## src/design/covariance_kernel_eval_macros.svh

```systemverilog
// Assertion macros shared by the covariance kernel evaluator RTL.
// Included by files that carry assertions; no other dependencies.
`ifndef COVARIANCE_KERNEL_EVAL_MACROS_SVH
`define COVARIANCE_KERNEL_EVAL_MACROS_SVH

`ifndef SYNTHESIS

`define CKE_ASSERT(lbl, prop, msg) \
  lbl: assert property (@(posedge clk_i) disable iff (!rst_ni) (prop)) else $error(msg);

`define CKE_ASSERT_IMPL(lbl, ante, cons, msg) \
  lbl: assert property (@(posedge clk_i) disable iff (!rst_ni) (ante) |-> (cons)) \
    else $error(msg);

`else

`define CKE_ASSERT(lbl, prop, msg)

`define CKE_ASSERT_IMPL(lbl, ante, cons, msg)

`endif

`endif

```

## src/design/cke_pkg.sv

```systemverilog
// Package for the covariance kernel evaluator: widths, codes, stage types
// and the exponent table generator. No dependencies.
`default_nettype none

package cke_pkg;

  localparam int unsigned EXP_TABLE_ENTRIES = 256;
  localparam int unsigned IDX_W             = $clog2(EXP_TABLE_ENTRIES);
  localparam int unsigned POS_W             = 16 + IDX_W;
  localparam int unsigned SERIES_TERMS      = 24;

  localparam int unsigned T_W = 23;
  localparam int unsigned U_W = 23;
  localparam int unsigned E_W = 33;
  localparam int unsigned K_W = 7;

  localparam logic [63:0]    LN2_Q32   = 64'd2977044472;
  localparam logic [32:0]    LOG2E_Q32 = 33'd6196328019;
  localparam logic [T_W-1:0] T_CLAMP   = T_W'(64 << 16);

  localparam logic [23:0] INV_LEN_RESET = 24'd65536;
  localparam logic [31:0] VARIANCE_RESET = 32'd65536;

  typedef enum logic [1:0] {
    CFG_KERNEL_KIND = 2'd0,
    CFG_INV_LENGTH  = 2'd1,
    CFG_SIGNAL_VAR  = 2'd2
  } cfg_idx_e;

  typedef enum logic {
    KIND_SQ_EXP = 1'b0,
    KIND_EXP    = 1'b1
  } kernel_kind_e;

  typedef struct packed {
    logic [T_W-1:0] t;
    logic [31:0]    noise;
  } dist_t;

  typedef struct packed {
    logic [E_W-1:0] e;
    logic [31:0]    noise;
  } scale_t;

  // 2^(-i/N) in Q1.32 via alternating series of exp(-a); elaboration only.
  function automatic logic [E_W-1:0] exp_tab_val(input int unsigned i);
    logic [63:0] a;
    logic [63:0] sum;
    logic [63:0] term;
    a    = (64'(i) * LN2_Q32) / 64'(EXP_TABLE_ENTRIES);
    sum  = 64'd1 << 32;
    term = 64'd1 << 32;
    for (int unsigned n = 1; n <= SERIES_TERMS; n++) begin
      term = ((term * a) >> 32) / 64'(n);
      if ((n & 1) != 0) begin
        sum = sum - term;
      end else begin
        sum = sum + term;
      end
    end
    return sum[E_W-1:0];
  endfunction

endpackage

`default_nettype wire

```

## src/design/cke_dist.sv

```systemverilog
// Distance front end: |x-y|, scaling by the length reciprocal, kernel
// argument t with clamping, noise square. Depends on cke_pkg.
`default_nettype none
`include "covariance_kernel_eval_macros.svh"

module cke_dist
  import cke_pkg::*;
(
  input  wire logic                clk_i,
  input  wire logic                rst_ni,
  input  wire kernel_kind_e        kind_i,
  input  wire logic [23:0]         inv_len_i,
  input  wire logic                in_valid_i,
  output logic                     in_ready_o,
  input  wire logic signed [31:0]  x_point_i,
  input  wire logic signed [31:0]  y_point_i,
  input  wire logic [23:0]         noise_sigma_i,
  output logic                     out_valid_o,
  input  wire logic                out_ready_i,
  output dist_t                    out_o
);

  logic [2:0] vld_q;
  logic [2:0] rdy;

  logic [32:0] diff;
  logic [32:0] ad_d, ad_q;
  logic [47:0] nsq_d, nsq_q;
  logic [56:0] rprod;
  logic [40:0] r_d, r_q;
  logic [31:0] noise_q;
  logic [47:0] sq;
  logic [30:0] sqs;
  logic [T_W-1:0] t_d;
  dist_t          out_q;

  assign rdy[2]     = !vld_q[2] || out_ready_i;
  assign rdy[1]     = !vld_q[1] || rdy[2];
  assign rdy[0]     = !vld_q[0] || rdy[1];
  assign in_ready_o = rdy[0];

  assign diff  = {x_point_i[31], x_point_i} - {y_point_i[31], y_point_i};
  assign ad_d  = diff[32] ? (~diff + 33'd1) : diff;
  assign nsq_d = noise_sigma_i * noise_sigma_i;

  assign rprod = 57'(ad_q) * 57'(inv_len_i);
  assign r_d   = rprod[56:16];

  assign sq  = r_q[23:0] * r_q[23:0];
  assign sqs = sq[47:17];

  always_comb begin
    if (kind_i == KIND_SQ_EXP) begin
      if (|r_q[40:24]) begin
        t_d = T_CLAMP;
      end else if (sqs > 31'(T_CLAMP)) begin
        t_d = T_CLAMP;
      end else begin
        t_d = sqs[T_W-1:0];
      end
    end else begin
      if (r_q > 41'(T_CLAMP)) begin
        t_d = T_CLAMP;
      end else begin
        t_d = r_q[T_W-1:0];
      end
    end
  end

  always_ff @(posedge clk_i or negedge rst_ni) begin
    if (!rst_ni) begin
      vld_q <= '0;
    end else begin
      if (rdy[0]) vld_q[0] <= in_valid_i;
      if (rdy[1]) vld_q[1] <= vld_q[0];
      if (rdy[2]) vld_q[2] <= vld_q[1];
    end
  end

  always_ff @(posedge clk_i) begin
    if (rdy[0]) begin
      ad_q  <= ad_d;
      nsq_q <= nsq_d;
    end
    if (rdy[1]) begin
      r_q     <= r_d;
      noise_q <= nsq_q[47:16];
    end
    if (rdy[2]) begin
      out_q.t     <= t_d;
      out_q.noise <= noise_q;
    end
  end

  assign out_valid_o = vld_q[2];
  assign out_o       = out_q;

  `CKE_ASSERT_IMPL(a_t_clamped, vld_q[2], out_q.t <= T_CLAMP, "t above clamp")
  `CKE_ASSERT(a_dist_hold, vld_q[2] && !out_ready_i |=> vld_q[2], "stalled item lost")

endmodule

`default_nettype wire

```

## config.mk

```make
export PLATFORM = sky130hd
export DESIGN_NAME = cke_dist
export DESIGN_NICKNAME = d
export VERILOG_FILES = /design/src/design/cke_pkg.sv /design/src/design/cke_dist.sv
export VERILOG_INCLUDE_DIRS = /design/src /design/src/design
export SDC_FILE = /design/constraint.sdc
export NUM_CORES = 2
export LEC_CHECK = 0
export ABC_AREA = 1
export ABC_CLOCK_PERIOD_IN_PS = 7790
export BUFFER_PORTS_ARGS = -buffer_cell sky130_fd_sc_hd__buf_2
export CAP_MARGIN = 15
export CORE_MARGIN = 1
export CORE_UTILIZATION = 55
export DETAILED_ROUTE_END_ITERATION = 10
export HOLD_SLACK_MARGIN = 0.1
export PLACE_DENSITY = 0.72
export SYNTH_ARGS = -nofsm -noshare
export SYNTH_HDL_FRONTEND = slang
export SYNTH_SLANG_ARGS = --single-unit
export TNS_END_PERCENT = 10
```

## constraint.sdc

```tcl
create_clock -name clk_i -period 7.79 [get_ports clk_i]
set_input_delay 1.1685 -clock clk_i [delete_from_list [all_inputs] [get_ports clk_i]]
set_output_delay 1.1685 -clock clk_i [all_outputs]
set_load 0.01 [all_outputs]
```

==> flow_results.org <==
** Outcome
- Status :: complete, no violations

** Yosys
- Summing the sequential cell areas from Yosys gives 8.44% of the chip area.
- Flip-flop and latch count after synthesis :: 196
- Number of distinct library cell variants in the gate-level netlist after synthesis :: 48
- Total number of yosys warnings :: 0
- The commonest cells after synthesis are inv_1, nand2_1, fa_1, ha_1, nor2_1.
- Average instance area after synthesis :: 7.95 sq um
- When the netlist entered floorplanning its net count stood at 11.0k.
- In the synthesized netlist, the number of instances is 8,755.
- The most common cell in the synthesized netlist is inv_1.
- Leading register cell type out of synthesis :: edfxtp_1
- fa_1 takes more of the synthesized area than any other cell.
- Of the post-synthesis cell area, the dominant cell type holds 43.8%.
- Share of async-settable or async-resettable flops after synthesis :: 1.53%
- Number of enable flip-flop cells after synthesis :: 193
- By area the synthesized netlist is led by fa_1, inv_1, nand2_1.
- In this run the cell area of the synthesized design comes to 69,600 sq um.

** Routing
- The detailed router finished its first iteration with 4,109 violations.
- Number of vias per cell after detailed routing :: 5.17
- Total wire length after detailed routing :: 180,000 microns
- Dividing the detail-routed wire length by the instance count gives 17.0 microns.
- For this run, design rule violations remaining after detail routing come to 0.
- The first TritonRoute pass finished after 6 iterations.
- Met1 wire length :: 74,700 microns
- Vias post-DR :: 54.6k
- The count of nets left with antenna violations once routing finished came out at 0.
- In the detailed route, the total length drawn on met2 is 86,400 microns.
- After detailed routing, the met3 layer carries 13,400 microns of wire.
- Uppermost metal layer occupied by signal nets :: met5

** Global routing
- Global routing used 29.6% of the available tracks.
- Grt ovf :: 0
- The initial antenna violation count came to 3.
- The first global-routing pass estimated 298,000 microns of wire.
- The via count of the first global-routing pass was 58.6k.
- Entering global routing, the biggest net connects 68 pins.

** Timing
- Final Setup Violations :: 0
- The worst path uses 95.6% of the clock period.
- Headroom to the max-slew limit :: 19.8%
- The number of max-slew violations in the final report came to 0.
- The count of endpoints failing hold in the final timing report was 0.
- Counting I/O delays and the setup requirement, the final critical path takes 7.44 ns.
- The clock arrives with 0.0281 ns of skew.
- Derived from the worst setup path, the maximum achievable clock frequency is 134 MHz.
- Actual transition at the worst max-transition pin :: 1.20 ns

** Die
- The die is 358 microns wide.
- During I/O placement, the number of pins put on the boundary was 174.
- The floorplan has 130 rows.
- For this configuration, the core starts out at a cell density of 55.4%.
- Core region area :: 126,000 sq um
- The die covers 128,000 sq um.
- From bottom edge to top edge, the die measures 358 microns.

** Place
- DP Area :: 73,100 sq um
- The count of buffers added on input and output ports is 173.
- Routability-driven placement finished with a final weighted congestion of 0.986.
- Detailed placement HPWL :: 155,000 microns

** Setup path
- For this run, the slowest stage of the critical path takes 0.61 ns.
- Cell with the largest stage delay on the worst path :: edfxtp_1
- Critical Setup Path Class :: register to register
- For the worst setup path, the data arrival time is 7.83 ns.
- Data on the critical path is required at its endpoint by 8.17 ns.
- The worst setup path is captured at a register.
- Launching element type of the critical path :: register
- Max Fanout on Critical Path :: 11

** Clock tree
- CTS tree :: yes
- Counting along the longest clock path gives a buffer depth of 2.
- CTS root buf :: clkbuf_16
- After clock tree synthesis, the clock-pin slew on the worst setup and hold paths is 0.08 ns.
- The tree built by TritonCTS fans out to 196 sinks.
- # H-tree levels :: 4
- Clock tree synthesis inserted a total of 17 buffers.
- Quantity of hold-fixing buffers added after cts :: 0
- The later pin in the worst-skew pair is clocked with a latency of 0.55 ns.

** Finish
- Layout cell share with drive strength beyond 1 :: 5.31%
- For this run, the post-layout net count is 11.1k.
- Area growth from synthesis to final layout :: 6.33%
- Once layout is done, the placed cells without fillers occupy 74,000 sq um.

** Min path
- Worst hold path type :: primary input to asynchronous set/reset pin

** Flow run
- Max-cap violations in this run came to 0.
state kept, by name (all words and copies together) (netlist names):
register and flops:
r_q 41, ad_q 33, noise_q 32, nsq_q 32, vld_q 3, out_o 55
metrics by stage:
stage | hold WS (ns) | TNS [ns] | util (%) | std cells | setup WS, ns
floorplan | 0.400 | 0 | - | 8755 | 0.636
finish | 0.411 | 0 | 58.9 | 10600 | 0.346
detailed placement | 0.405 | -0.274 | 58.2 | 10500 | -0.177
CTS | 0.365 | 0 | 58.7 | 10500 | 0.345
global placement | 0.401 | -0.292 | 58.2 | 10500 | -0.188
global route | 0.392 | -0.0284 | 58.9 | 10600 | -0.0155
logic make-up (layout without fill, tap and decap cells):
kind of cell               count (synthesis)  after routing  share of synthesized area (%)
other                                      0              1                              0
xor gates and xnor gates                 129            129                           1.63
and+or+nand+nor                         2972           2972                           16.8
adders and majority gates               2081           2081                           53.9
DFF                                      196            196                           8.44
buffers and inverters                   2978           3126                           16.1
AOI/OAI and AO/OA                        399            399                           3.19
layer usage:
metal | GRT usage [%] | vias to the layer above
met1 | 39.8 | 27000
met2 | 49.7 | 2072
li1 | - | 25200
met4 | 9.74 | 4
met3 | 4.14 | 330
met5 | 0 | -
worst max-delay path, delay by kind of cell, from the launching register on:
kind	cells	cell delay [ns]
AOI/OAI and AO/OA	1	0.13
adders and majority gates	8	3.87
buffers and inverters	8	1.00
DFF	1	0.61
and+or+nand+nor	13	1.65
repair_timing:
item | CTS | global route
gates resized for setup | 0 | 2
setup buffers | 0 | 25
endpoints found under the setup margin | 0 | 23
layout make-up:
class / instances / area, sq um
diodes: 1 / 2.50
clock buffers: 18 / 429
clock inverters: 14 / 165
fillers: 11300 / 51600
inverters: 2688 / 10100
multi-input cells: 5581 / 52500
flip-flops and latches: 196 / 5870
well taps: 1650 / 2060
repair buffers: 406 / 2840
worst paths after layout:
check	startpoint	endpoint	slack, ns	depth (start not counted)
worst min register to register	noise_q[16]$_DFFE_PP_	out_o[16]$_DFFE_PP_	0.42	0
min in group clk_i	noise_q[16]$_DFFE_PP_	out_o[16]$_DFFE_PP_	0.42	0
worst max-delay path	r_q[14]$_DFFE_PP_	out_o[52]$_DFFE_PP_	0.35	30
worst max register to register	r_q[14]$_DFFE_PP_	out_o[52]$_DFFE_PP_	0.35	30
worst min-delay path	rst_ni	vld_q[2]$_DFFE_PN0P_	0.41	1
max in group asynchronous	rst_ni	vld_q[0]$_DFFE_PN0P_	7.27	1
cells in the final DEF (no fill, tap or decap), drive strengths merged, types with 13 or more instances in the layout:
cell / n
xor2: 89
a21oi: 216
xnor2: 40
inv: 2694
a31oi: 21
buf: 406
nand2: 2338
fa: 1524
nand3: 125
ha: 557
nand3b: 14
o21ai: 95
nor4: 17
nor3: 32
nor2: 374
o21bai: 13
nand4: 56
edfxtp: 193
clkbuf: 18
Power is not shown: default switching activity piles up to over one toggle a cycle in this logic, so the estimate is an artifact.
